`src/rtl/enfa_pkg.sv`:
```
`timescale 1ns / 1ps
// ----------------------------------------------------------------------------
// enfa_pkg
// Shared constants, types and codes of the epsilon-NFA string acceptor.
// ----------------------------------------------------------------------------
package enfa_pkg;

    localparam int NUM_STATES  = 16;
    localparam int MAX_TRANS   = 64;
    localparam int SYMBOL_BITS = 8;

    localparam int STATE_W   = $clog2(NUM_STATES);
    localparam int IDX_W     = $clog2(MAX_TRANS);
    localparam int CNT_W     = $clog2(MAX_TRANS + 1);
    localparam int CMD_W     = 2;
    localparam int CFG_IDX_W = 2;
    localparam int CFG_W     = 16;

    localparam logic [SYMBOL_BITS-1:0] EPS_RESET = SYMBOL_BITS'(42);

    typedef logic [NUM_STATES-1:0] t_set;

    typedef struct packed {
        logic [STATE_W-1:0]     from_state;
        logic [STATE_W-1:0]     to_state;
        logic [SYMBOL_BITS-1:0] symbol;
    } t_entry;

    typedef enum logic [CMD_W-1:0] {
        CMD_LOAD = 2'd0,
        CMD_FEED = 2'd1,
        CMD_END  = 2'd2
    } t_cmd;

    typedef enum logic [CFG_IDX_W-1:0] {
        CFG_EPS    = 2'd0,
        CFG_START  = 2'd1,
        CFG_ACCEPT = 2'd2,
        CFG_USED   = 2'd3
    } t_cfg_reg;

    typedef enum logic [1:0] {
        ST_IDLE,
        ST_CLOS,
        ST_STEP,
        ST_FIN
    } t_state;

endpackage

```
`src/rtl/enfa_in_if.sv`:
```
`timescale 1ns / 1ps
// ----------------------------------------------------------------------------
// enfa_in_if
// Request channel: load entry, feed symbol or end of string.
// ----------------------------------------------------------------------------
interface enfa_in_if import enfa_pkg::*; ();
    logic                   valid;
    logic                   ready;
    logic [CMD_W-1:0]       cmd;
    logic [IDX_W-1:0]       entry_index;
    logic [STATE_W-1:0]     from_state;
    logic [STATE_W-1:0]     to_state;
    logic [SYMBOL_BITS-1:0] symbol;

    modport source (output valid, cmd, entry_index, from_state, to_state, symbol,
                    input ready);
    modport sink   (input valid, cmd, entry_index, from_state, to_state, symbol,
                    output ready);
endinterface

```
`src/rtl/enfa_out_if.sv`:
```
`timescale 1ns / 1ps
// ----------------------------------------------------------------------------
// enfa_out_if
// Result channel: acceptance of the string just ended.
// ----------------------------------------------------------------------------
interface enfa_out_if import enfa_pkg::*; ();
    logic valid;
    logic ready;
    logic accepted;

    modport source (output valid, accepted, input ready);
    modport sink   (input valid, accepted, output ready);
endinterface

```
`src/rtl/enfa_table.sv`:
```
`timescale 1ns / 1ps
// ----------------------------------------------------------------------------
// enfa_table
// Transition table memory, one write port, one registered read port.
// ----------------------------------------------------------------------------
module enfa_table import enfa_pkg::*; (
    input  logic             i_clk,
    input  logic             i_we,
    input  logic [IDX_W-1:0] i_waddr,
    input  t_entry           i_wdata,
    input  logic [IDX_W-1:0] i_raddr,
    output t_entry           o_rdata
);

    t_entry r_mem [MAX_TRANS];
    t_entry r_rdata;

    always_ff @(posedge i_clk) begin
        if (i_we) begin
            r_mem[i_waddr] <= i_wdata;
        end
        r_rdata <= r_mem[i_raddr];
    end

    assign o_rdata = r_rdata;

endmodule

```
`src/rtl/epsilon_nfa_string_acceptor.sv`:
```
`timescale 1ns / 1ps
// Sequence: load writes one entry; feed and end scan the entries in use in closure
//   passes while the set grows (<= 15 growing passes); a feed then runs a step pass.
// Throughput: one request at a time; table scans run at one entry per cycle
//   through the single read port of the table memory.
// Reset: synchronous active low; clears control, eps code 42, masks and count 0.
// A pending result does not block loads or feeds, only the next end.
// ----------------------------------------------------------------------------
// epsilon_nfa_string_acceptor
// Epsilon-NFA simulator over a symbol stream with a loadable transition table.
// ----------------------------------------------------------------------------
module epsilon_nfa_string_acceptor import enfa_pkg::*; (
    input  logic                 i_clk,
    input  logic                 i_rst_n,
    enfa_in_if.sink              i_in,
    enfa_out_if.source           o_out,
    input  logic                 i_cfg_we,
    input  logic [CFG_IDX_W-1:0] i_cfg_idx,
    input  logic [CFG_W-1:0]     i_cfg_data
);

    t_state                 r_state, n_state;
    logic [CNT_W-1:0]       r_idx, n_idx;
    logic                   r_dvld, n_dvld;
    logic                   r_grew, n_grew;
    logic                   r_is_end, n_is_end;
    t_set                   r_set, n_set;
    t_set                   r_next, n_next;
    t_set                   r_active, n_active;
    logic [SYMBOL_BITS-1:0] r_sym, n_sym;
    logic                   r_out_vld, n_out_vld;
    logic                   r_out_acc, n_out_acc;

    logic [SYMBOL_BITS-1:0] r_eps, n_eps;
    t_set                   r_start, n_start;
    t_set                   r_accept, n_accept;
    logic [CNT_W-1:0]       r_used, n_used;

    logic                   w_we;
    logic                   w_issue;
    t_entry                 w_wdata;
    t_entry                 w_rd;
    logic [CNT_W-1:0]       w_used_in;

    assign w_wdata = '{from_state: i_in.from_state, to_state: i_in.to_state,
                       symbol: i_in.symbol};

    enfa_table u_table (
        .i_clk   (i_clk),
        .i_we    (w_we),
        .i_waddr (i_in.entry_index),
        .i_wdata (w_wdata),
        .i_raddr (r_idx[IDX_W-1:0]),
        .o_rdata (w_rd)
    );

    assign i_in.ready     = (r_state == ST_IDLE);
    assign o_out.valid    = r_out_vld;
    assign o_out.accepted = r_out_acc;

    assign w_issue   = (r_idx < r_used);
    assign w_used_in = i_cfg_data[CNT_W-1:0];

    always_comb begin
        n_state   = r_state;
        n_idx     = r_idx;
        n_dvld    = 1'b0;
        n_grew    = r_grew;
        n_is_end  = r_is_end;
        n_set     = r_set;
        n_next    = r_next;
        n_active  = r_active;
        n_sym     = r_sym;
        n_out_vld = r_out_vld;
        n_out_acc = r_out_acc;
        n_eps     = r_eps;
        n_start   = r_start;
        n_accept  = r_accept;
        n_used    = r_used;
        w_we      = 1'b0;

        if (r_out_vld && o_out.ready) begin
            n_out_vld = 1'b0;
        end

        unique case (r_state)
            ST_IDLE: begin
                if (i_in.valid) begin
                    if (i_in.cmd == CMD_LOAD) begin
                        w_we = 1'b1;
                    end else if (i_in.cmd == CMD_FEED || i_in.cmd == CMD_END) begin
                        n_set    = r_active;
                        n_sym    = i_in.symbol;
                        n_is_end = (i_in.cmd == CMD_END);
                        n_idx    = '0;
                        n_grew   = 1'b0;
                        n_state  = ST_CLOS;
                    end
                end
            end
            ST_CLOS: begin
                if (w_issue) begin
                    n_idx  = r_idx + CNT_W'(1);
                    n_dvld = 1'b1;
                end
                // epsilon move into a state not yet in the set
                if (r_dvld && w_rd.symbol == r_eps && r_set[w_rd.from_state]
                        && !r_set[w_rd.to_state]) begin
                    n_set[w_rd.to_state] = 1'b1;
                    n_grew               = 1'b1;
                end
                if (!w_issue && !r_dvld) begin
                    n_idx = '0;
                    if (r_grew) begin
                        n_grew = 1'b0;
                    end else if (r_is_end) begin
                        n_state = ST_FIN;
                    end else begin
                        n_next  = '0;
                        n_state = ST_STEP;
                    end
                end
            end
            ST_STEP: begin
                if (w_issue) begin
                    n_idx  = r_idx + CNT_W'(1);
                    n_dvld = 1'b1;
                end
                if (r_dvld && w_rd.symbol == r_sym && r_set[w_rd.from_state]) begin
                    n_next[w_rd.to_state] = 1'b1;
                end
                if (!w_issue && !r_dvld) begin
                    n_active = r_next;
                    n_state  = ST_IDLE;
                end
            end
            ST_FIN: begin
                if (!r_out_vld || o_out.ready) begin
                    n_out_vld = 1'b1;
                    n_out_acc = |(r_set & r_accept);
                    n_active  = r_start;
                    n_state   = ST_IDLE;
                end
            end
            default: begin
                n_state = ST_IDLE;
            end
        endcase

        if (i_cfg_we) begin
            unique case (i_cfg_idx)
                CFG_EPS: begin
                    n_eps = i_cfg_data[SYMBOL_BITS-1:0];
                end
                CFG_START: begin
                    n_start  = i_cfg_data[NUM_STATES-1:0];
                    n_active = i_cfg_data[NUM_STATES-1:0];
                end
                CFG_ACCEPT: begin
                    n_accept = i_cfg_data[NUM_STATES-1:0];
                end
                CFG_USED: begin
                    n_used = (w_used_in > CNT_W'(MAX_TRANS)) ? CNT_W'(MAX_TRANS)
                                                              : w_used_in;
                end
                default: begin
                end
            endcase
        end
    end

    always_ff @(posedge i_clk) begin
        if (!i_rst_n) begin
            r_state   <= ST_IDLE;
            r_idx     <= '0;
            r_dvld    <= 1'b0;
            r_grew    <= 1'b0;
            r_is_end  <= 1'b0;
            r_active  <= '0;
            r_out_vld <= 1'b0;
            r_eps     <= EPS_RESET;
            r_start   <= '0;
            r_accept  <= '0;
            r_used    <= '0;
        end else begin
            r_state   <= n_state;
            r_idx     <= n_idx;
            r_dvld    <= n_dvld;
            r_grew    <= n_grew;
            r_is_end  <= n_is_end;
            r_active  <= n_active;
            r_out_vld <= n_out_vld;
            r_eps     <= n_eps;
            r_start   <= n_start;
            r_accept  <= n_accept;
            r_used    <= n_used;
        end
    end

    always_ff @(posedge i_clk) begin
        r_set     <= n_set;
        r_next    <= n_next;
        r_sym     <= n_sym;
        r_out_acc <= n_out_acc;
    end

endmodule

```
`src/flat_wrapper.sv`:
```
// flat-port wrapper written by rule: the top's interface ports become plain ports
module epsilon_nfa_string_acceptor_flat import enfa_pkg::*;
  (i_clk, i_rst_n, i_cfg_we, i_cfg_idx, i_cfg_data, i_in_valid, i_in_cmd, i_in_entry_index, i_in_from_state, i_in_to_state, i_in_symbol, i_in_ready, o_out_valid, o_out_accepted, o_out_ready);
  enfa_in_if i_in_i ();
  enfa_out_if o_out_i ();
  input  logic i_clk;
  input  logic i_rst_n;
  input  logic i_cfg_we;
  input  logic [CFG_IDX_W-1:0] i_cfg_idx;
  input  logic [CFG_W-1:0] i_cfg_data;
  input wire logic [$bits(i_in_i.valid)-1:0] i_in_valid;
  input wire logic [$bits(i_in_i.cmd)-1:0] i_in_cmd;
  input wire logic [$bits(i_in_i.entry_index)-1:0] i_in_entry_index;
  input wire logic [$bits(i_in_i.from_state)-1:0] i_in_from_state;
  input wire logic [$bits(i_in_i.to_state)-1:0] i_in_to_state;
  input wire logic [$bits(i_in_i.symbol)-1:0] i_in_symbol;
  output wire logic [$bits(i_in_i.ready)-1:0] i_in_ready;
  output wire logic [$bits(o_out_i.valid)-1:0] o_out_valid;
  output wire logic [$bits(o_out_i.accepted)-1:0] o_out_accepted;
  input wire logic [$bits(o_out_i.ready)-1:0] o_out_ready;
  assign i_in_i.valid = i_in_valid;
  assign i_in_i.cmd = i_in_cmd;
  assign i_in_i.entry_index = i_in_entry_index;
  assign i_in_i.from_state = i_in_from_state;
  assign i_in_i.to_state = i_in_to_state;
  assign i_in_i.symbol = i_in_symbol;
  assign i_in_ready = i_in_i.ready;
  assign o_out_valid = o_out_i.valid;
  assign o_out_accepted = o_out_i.accepted;
  assign o_out_i.ready = o_out_ready;
  epsilon_nfa_string_acceptor u_core (.i_clk(i_clk), .i_rst_n(i_rst_n), .i_in(i_in_i), .o_out(o_out_i), .i_cfg_we(i_cfg_we), .i_cfg_idx(i_cfg_idx), .i_cfg_data(i_cfg_data));
endmodule
```
`config.mk`:
```
export PLATFORM = sky130hd
export DESIGN_NAME = epsilon_nfa_string_acceptor_flat
export DESIGN_NICKNAME = d
export VERILOG_FILES = /design/src/rtl/enfa_pkg.sv /design/src/rtl/enfa_in_if.sv /design/src/rtl/enfa_out_if.sv /design/src/rtl/enfa_table.sv /design/src/rtl/epsilon_nfa_string_acceptor.sv /design/src/flat_wrapper.sv
export SDC_FILE = /design/constraint.sdc
export NUM_CORES = 1
export LEC_CHECK = 0
export ABC_AREA = 1
export BUFFER_PORTS_ARGS = -buffer_cell sky130_fd_sc_hd__buf_2
export CAP_MARGIN = 10
export CORE_UTILIZATION = 47
export CTS_CLUSTER_DIAMETER = 200
export DETAILED_ROUTE_END_ITERATION = 10
export GPL_ROUTABILITY_DRIVEN = 0
export SYNTH_ARGS = -nofsm -noshare
export SYNTH_HDL_FRONTEND = slang
export SYNTH_SLANG_ARGS = --single-unit
export TNS_END_PERCENT = 5
```
`constraint.sdc`:
```
create_clock -name i_clk -period 8.6 [get_ports i_clk]
set_clock_uncertainty 0.15 [all_clocks]
set_input_delay 1.72 -clock i_clk [delete_from_list [all_inputs] [get_ports i_clk]]
set_output_delay 1.72 -clock i_clk [all_outputs]
set_load 0.01 [all_outputs]
```
==> results of run 1 <==
## worst paths after layout
path / end / slack, ps / cells past startpoint
setup reg to reg: u_core.u_table.o_rdata[12] / 4680 / 12
hold / removal: u_core.r_accept[5] / 300 / 2
hold reg to reg: u_core.r_accept[5] / 300 / 2
setup / recovery: u_core.u_table.o_rdata[12] / 4680 / 12
## per-stage QoR
stage	worst slack (ps)	hold WS, ps
after floorplan	4410	274
after global placement	4290	289
after detailed placement	4290	294
after CTS	4730	303
after global routing	4450	327
final	4680	304
## area by class of cell
| class | instances | area (um2) | share of cell area, % |
|---|---|---|---|
| Antenna cell | 1 | 2.50 | 0.00476 |
| Clock buffer | 147 | 3090 | 5.88 |
| Clock inverter | 75 | 663 | 1.26 |
| Inverter | 194 | 737 | 1.40 |
| Multi-Input combinational cell | 2458 | 11500 | 21.9 |
| Sequential cell | 1157 | 33800 | 64.4 |
| Tap cell | 1287 | 1610 | 3.06 |
| Timing Repair Buffer | 160 | 1130 | 2.15 |
## layout by cell type, fill, tap and decap left out, types with 52 or more instances in the layout
cell and instances:
dfxtp_1 89, o211ai_1 126, clkbuf_16 119, o21ai_1 52, edfxtp_1 1065, nor2_1 789
nand3_1 152, buf_4 107, a21oi_1 129, inv_1 184, o21ai_0 566, o22ai_1 87
nand2_1 444
## where the power goes
part | internal, mW | switching, mW | total [mW]
clock | 2.84 | 2.15 | 4.99
combinational | 0.777 | 1.92 | 2.70
sequential | 6.34 | 0.153 | 6.49
## state kept, by name (all words and copies together) (netlist names), 16 cells and up
name	cells
u_core.r_start	16
u_core.r_next	16
u_core.r_active	16
u_core.u_table.r_mem	1024
u_core.r_accept	16
u_core.r_set	16
u_core.u_table.o_rdata	16
## cell families (layout without fill, tap and decap cells)
family          after synthesis  after routing  synth area share, %
simple gates               1431           1431                 12.0
flops                      1157           1157                 71.5
compound gates             1004           1004                 11.8
buf+inv                     436            576                 4.17
fa+ha+maj                    13             13                0.344
xor+xnor                     10             10                0.185
other cells                   0              1                    0
## critical path, delay by kind of cell, from the launching register on
kind            cells  cell delay [ps]
buf+inv             3             1460
simple gates        7              900
flops               1              830
compound gates      2              290
## metal layers
metal  GRT usage (%)  vias up  wire length [um]
met4            9.42        4              4750
met1            32.7    15100             51800
met2            40.0     1049             60100
met5               0        -                26
li1                -    14500                 -
met3            3.61      232              8320
==> flow_metrics.py, run 1 <==
metrics = {
    "critical_path": {
        "cp-start-kind": "flip-flop",
        "critPathLaunch": "u_core.r_idx[0]",
        "worstSetupPathType": "flip-flop to flip-flop",
        "max_stage_delay_ps": 830,
        "crit_top_cell": "nand2_1",
        "r2r-start": "u_core.r_idx[0]",
        "required_ps": 9100,
        "endpoint_kind": "flip-flop",
        "critPathMaxFanout": 199,
        "crit_arrival_ps": 4420,
        "crit_path_top_delay_cell": "dfxtp_4",
        "cp_cell_sequence": "buf_4 > buf_12 > nor2_1 > nor2_1 > o21ai_0 > o211ai_1 > nand3_1 > nand2_1 > nand2_1 > nand2_1 > inv_1 > nand2_1",
    },
    "global_routing": {
        "grt_pass1_vias": 29400,
        "grt_usage_pct": 24.4,
        "antenna_found_initial": 2,
        "grt_max_degree": 200,
        "gr-total-overflow": 0,
        "grt_pass1_wl_mm": 186,
    },
    "synth": {
        "ys_seq_area_share_pct": 71.5,
        "synth-edff-count": 1065,
        "yosysTopAreaCellShare_pct": 67.6,
        "post-synth-top-area-cell": "edfxtp_1",
        "netlist-cell-type-count": 42,
        "synth_fp_nets": 4111,
        "synth_area_um2": 47300,
        "synth-main-ff-cell": "edfxtp_1",
        "ys.warnings.count": 0,
        "avgSynthCellArea_um2": 11.7,
        "postSynthCellCount": 4051,
        "synth.most_common_cell": "edfxtp_1",
        "netlist_top_cells_count": "1065 x edfxtp_1, 790 x nor2_1, 566 x o21ai_0",
        "synthArstFlopShare_pct": 0,
        "yosys-top-cells-area": "edfxtp_1 68%, nor2_1 6.3%, o21ai_0 6.0%, dfxtp_1 3.9%, nand2_1 3.5%",
        "ys_ff_latch": 1157,
    },
    "job": {
        "drv_cap": 0,
    },
    "sta": {
        "slew_headroom_pct": 26.3,
        "max_freq_mhz": 255,
        "finalCritPeriodShare_pct": 45.5,
        "rsz0062_at_grt": "no",
        "setup-tns-final_ps": 0,
        "finalMaxSlewViolations": 0,
        "setup_viol_count_final": 0,
        "period_needed_ps": 3920,
        "worstMarginPinSlew_ps": 1110,
        "hold_viol": 0,
    },
    "clocking": {
        "hold_buffers": 0,
        "cts.sinks": 1157,
        "cts-resized-gates": 0,
        "htreeDepth": 3,
        "postCtsSetupBuffers": 0,
        "clk_pin_slew_ps": 60,
        "clkLatencyLatePin_ps": 720,
        "clock_path_buffers": 3,
        "clockRootBuffer": "clkbuf_16",
        "cts_buffers": 118,
        "cts_tree": "built",
    },
    "floorplanning": {
        "coreArea_um2": 99000,
        "io_pins": 50,
        "die_area_um2": 102000,
        "fp.dieW_um": 319,
        "dieHeight_um": 319,
        "num_rows": 115,
        "initial_core_util_pct": 47.8,
    },
    "routing": {
        "vias_per_cell": 5.63,
        "num_vias": 30900,
        "routed_wl_mm": 125,
        "drc": 0,
        "post_drt_wl_per_cell_um": 22.8,
        "drtIter0Drc": 3143,
        "antenna_left": 0,
        "first_pass_iters": 6,
    },
    "finish": {
        "final_area_um2": 52600,
        "area_growth_pct": 11.2,
        "final_cells": 5479,
        "num-nets-final": 4149,
        "drive_above_1_share_pct": 8.30,
        "utilization_pct": 53.1,
        "fillers": 8455,
    },
    "power": {
        "p_per_area_nw_per_um2": 270,
        "vdd_drop_max_uv": 194,
        "finalPower_mw": 14.2,
        "leakage_nw": 17.9,
    },
    "hold_path": {
        "hold_start": "u_core.r_accept[5]",
        "min_path_type": "flip-flop to flip-flop",
    },
    "place": {
        "dpl.hpwl_mm": 67.9,
        "dpl_cell_area_um2": 48800,
        "dp_cells": 5256,
        "numPortBuffers": 49,
    },
    "run_status": {
        "outcome": "complete, no violations",
    },
}
(Power assumes the default switching activity.)
==> inputs of run 2 (changes only) <==
--- a/config.mk
+++ b/config.mk
@@ -5,7 +5,7 @@
 export SDC_FILE = /design/constraint.sdc
 export NUM_CORES = 1
 export LEC_CHECK = 0
-export ABC_AREA = 1
+export ABC_AREA = 0
 export BUFFER_PORTS_ARGS = -buffer_cell sky130_fd_sc_hd__buf_2
 export CAP_MARGIN = 10
 export CORE_UTILIZATION = 47
==> constraint.sdc (replaced) <==
create_clock -name i_clk -period 3.71 [get_ports i_clk]
set_clock_uncertainty 0.15 [all_clocks]
set_input_delay 0.742 -clock i_clk [delete_from_list [all_inputs] [get_ports i_clk]]
set_output_delay 0.742 -clock i_clk [all_outputs]
set_load 0.01 [all_outputs]
==> flow_metrics.py, run 2 <==
metrics = {
    "critical_path": {
        "max_stage_delay_ps": 900,
        "endpoint_kind": "flip-flop",
        "r2r_cells": 5,
        "crit_arrival_ps": 3840,
        "r2r_slack_ps": 240,
        "crit_path_top_delay_cell": "a221oi_1",
        "cp-start-kind": "flip-flop",
        "required_ps": 4080,
        "worstSetupPathType": "flip-flop to flip-flop",
        "rr_endpoint": "u_core.u_table.o_rdata[12]",
        "cp_cell_sequence": "buf_4 > mux4_2 > a22o_1 > a221oi_1 > o221ai_1",
        "r2r-start": "u_core.r_idx[0]",
        "critPathMaxFanout": 16,
    },
    "power": {
        "p_sw_mw": 6.44,
        "vdd_drop_max_uv": 446,
        "internal_power_mw": 22.1,
        "leakage_nw": 16.5,
        "p_per_area_nw_per_um2": 545,
        "switching_share_pct": 22.6,
        "comb_power_share_pct": 7.5,
        "pwr-share-seq_pct": 51.7,
        "finalPower_mw": 28.6,
        "clockPowerShare_pct": 40.8,
    },
    "hold_path": {
        "whs_path_depth": 3,
        "min_to": "u_core.r_accept[15]",
        "hold_start": "i_cfg_data[15]",
        "min_path_type": "primary input to flip-flop",
    },
    "sta": {
        "rsz0062_at_grt": "no",
        "hold_viol": 0,
        "period_needed_ps": 3470,
        "worstMarginPinSlew_ps": 1350,
        "max_freq_mhz": 288,
        "holdWs_ps": 152,
        "setup_viol_count_final": 0,
        "slew_headroom_pct": 9.47,
        "finalMaxSlewViolations": 0,
        "finalWorstSetupSlack_ps": 237,
        "finalCritPeriodShare_pct": 93.6,
        "setup-tns-final_ps": 0,
    },
    "place": {
        "dpl_cell_area_um2": 48600,
        "dpl.hpwl_mm": 78.3,
        "numPortBuffers": 49,
        "dp_slack_ps": 332,
        "dp_cells": 3807,
    },
    "synth": {
        "netlist_top_cells_count": "1065 x edfxtp_1, 226 x mux4_2, 133 x nor2_1",
        "synth-main-ff-cell": "edfxtp_1",
        "ys_seq_area_share_pct": 73.6,
        "yosysTopAreaCellShare_pct": 69.5,
        "netlist-cell-type-count": 70,
        "ys.warnings.count": 0,
        "synthArstFlopShare_pct": 0,
        "synth_area_um2": 46000,
        "avgSynthCellArea_um2": 18.8,
        "yosys-top-cells-area": "edfxtp_1 70%, mux4_2 11%, dfxtp_1 4.0%, mux2i_1 1.9%, nor2_1 1.1%",
        "synth-edff-count": 1065,
        "synth.most_common_cell": "edfxtp_1",
        "post-synth-top-area-cell": "edfxtp_1",
        "postSynthCellCount": 2452,
        "ys_ff_latch": 1157,
        "synth_fp_nets": 2512,
    },
    "global_routing": {
        "antenna_found_initial": 6,
        "gr-total-overflow": 0,
        "grt_max_degree": 70,
        "grt_pass1_wl_mm": 175,
        "grt_pass1_vias": 24600,
        "grt_usage_pct": 24.9,
    },
    "clocking": {
        "cts-resized-gates": 0,
        "clockRootBuffer": "clkbuf_16",
        "cts.sinks": 1157,
        "clock_path_buffers": 3,
        "postCtsSetupBuffers": 0,
        "clk_pin_slew_ps": 60,
        "htreeDepth": 3,
        "cts_tree": "built",
        "hold_buffers": 0,
        "cts_buffers": 115,
        "clkLatencyLatePin_ps": 730,
    },
    "finish": {
        "num-nets-final": 2708,
        "area_growth_pct": 13.8,
        "utilization_pct": 54.0,
        "final_area_um2": 52300,
        "fillers": 7500,
        "final_cell_mix": "1065 x edfxtp_1, 226 x mux4_2, 166 x buf_4, 130 x nor2_1, 116 x clkbuf_16",
        "mostFrequentLayoutCell": "edfxtp_1",
        "regMostFlops": "u_core.u_table.r_mem",
        "largest_reg_flops": 1024,
        "final_cells": 4025,
        "drive_above_1_share_pct": 23.8,
    },
    "routing": {
        "antenna_left": 0,
        "post_drt_wl_per_cell_um": 30.4,
        "first_pass_iters": 9,
        "drtIter0Drc": 2804,
        "vias_per_cell": 6.19,
        "drc": 8,
        "routed_wl_mm": 122,
        "num_vias": 24900,
    },
    "floorplanning": {
        "num_rows": 114,
        "fp.dieW_um": 315,
        "die_area_um2": 99100,
        "dieHeight_um": 315,
        "initial_core_util_pct": 47.5,
        "coreArea_um2": 96900,
        "io_pins": 50,
    },
    "job": {
        "drv_cap": 0,
    },
    "run_status": {
        "outcome": "finished, violations left",
        "violations": "DRC",
    },
}
-- run 2: power groups by stage --
| stage | Clock, mW | Sequential [mW] | Combinational (mW) |
|---|---|---|---|
| final | 11.7 | 14.8 | 2.13 |
| after global routing | 12.3 | 14.8 | 2.30 |
| after CTS | 11.8 | 14.8 | 2.14 |
| after detailed placement | 0 | 15.0 | 2.13 |
| after global placement | 0 | 15.0 | 2.07 |
| after floorplan | 0 | 14.9 | 1.40 |
-- run 2: how the worst max path moves through the flow --
stage,endpoint,from,depth (start not counted),slack [ps]
3_3_place_gp,u_core.u_table.o_rdata[12],u_core.r_idx[0],5,360
3_5_place_dp,u_core.u_table.o_rdata[12],u_core.r_idx[0],5,330
2_1_floorplan,u_core.r_next[0],u_core.r_used[4],9,160
5_1_grt,u_core.r_next[11],u_core.r_idx[2],8,170
6_report,u_core.u_table.o_rdata[12],u_core.r_idx[0],5,240
4_1_cts,u_core.u_table.o_rdata[12],u_core.r_idx[0],5,280
-- run 2: cells by family after synthesis --
group | Yosys count | share of synthesized area [%]
buffers and inverters | 166 | 2.02
AOI/OAI and AO/OA | 352 | 5.62
muxes | 336 | 13.8
and+or+nand+nor | 407 | 4.23
DFF | 1157 | 73.6
xor gates and xnor gates | 21 | 0.400
adders and majority gates | 13 | 0.354
-- run 2: layout make-up --
cell class | count | area, um2 | area share, %
flip-flops and latches | 1157 | 33800 | 64.6
multi-input cells | 1129 | 11300 | 21.5
clock buffers | 140 | 3000 | 5.74
repair buffers | 229 | 1800 | 3.44
well taps | 1276 | 1600 | 3.05
clock inverters | 76 | 781 | 1.49
inverters | 16 | 60.1 | 0.115
diodes | 2 | 5.00 | 0.00956
-- run 2: critical path, delay by kind of cell, from the launching register on --
| kind | cells | cell delay, ps |
|---|---|---|
| flip-flops | 1 | 590 |
| buffers and inverters | 1 | 400 |
| AO/OA/AOI/OAI | 3 | 1540 |
| multiplexers | 1 | 560 |
-- run 2: metal layers --
layer  up-vias  GRT usage (%)  routed length (um)
met1     13200           36.3               51900
li1      10500              -                   -
met5         -              0                  39
met4         6           8.55                4110
met3       205           4.15                9090
met2      1060           38.1               57000
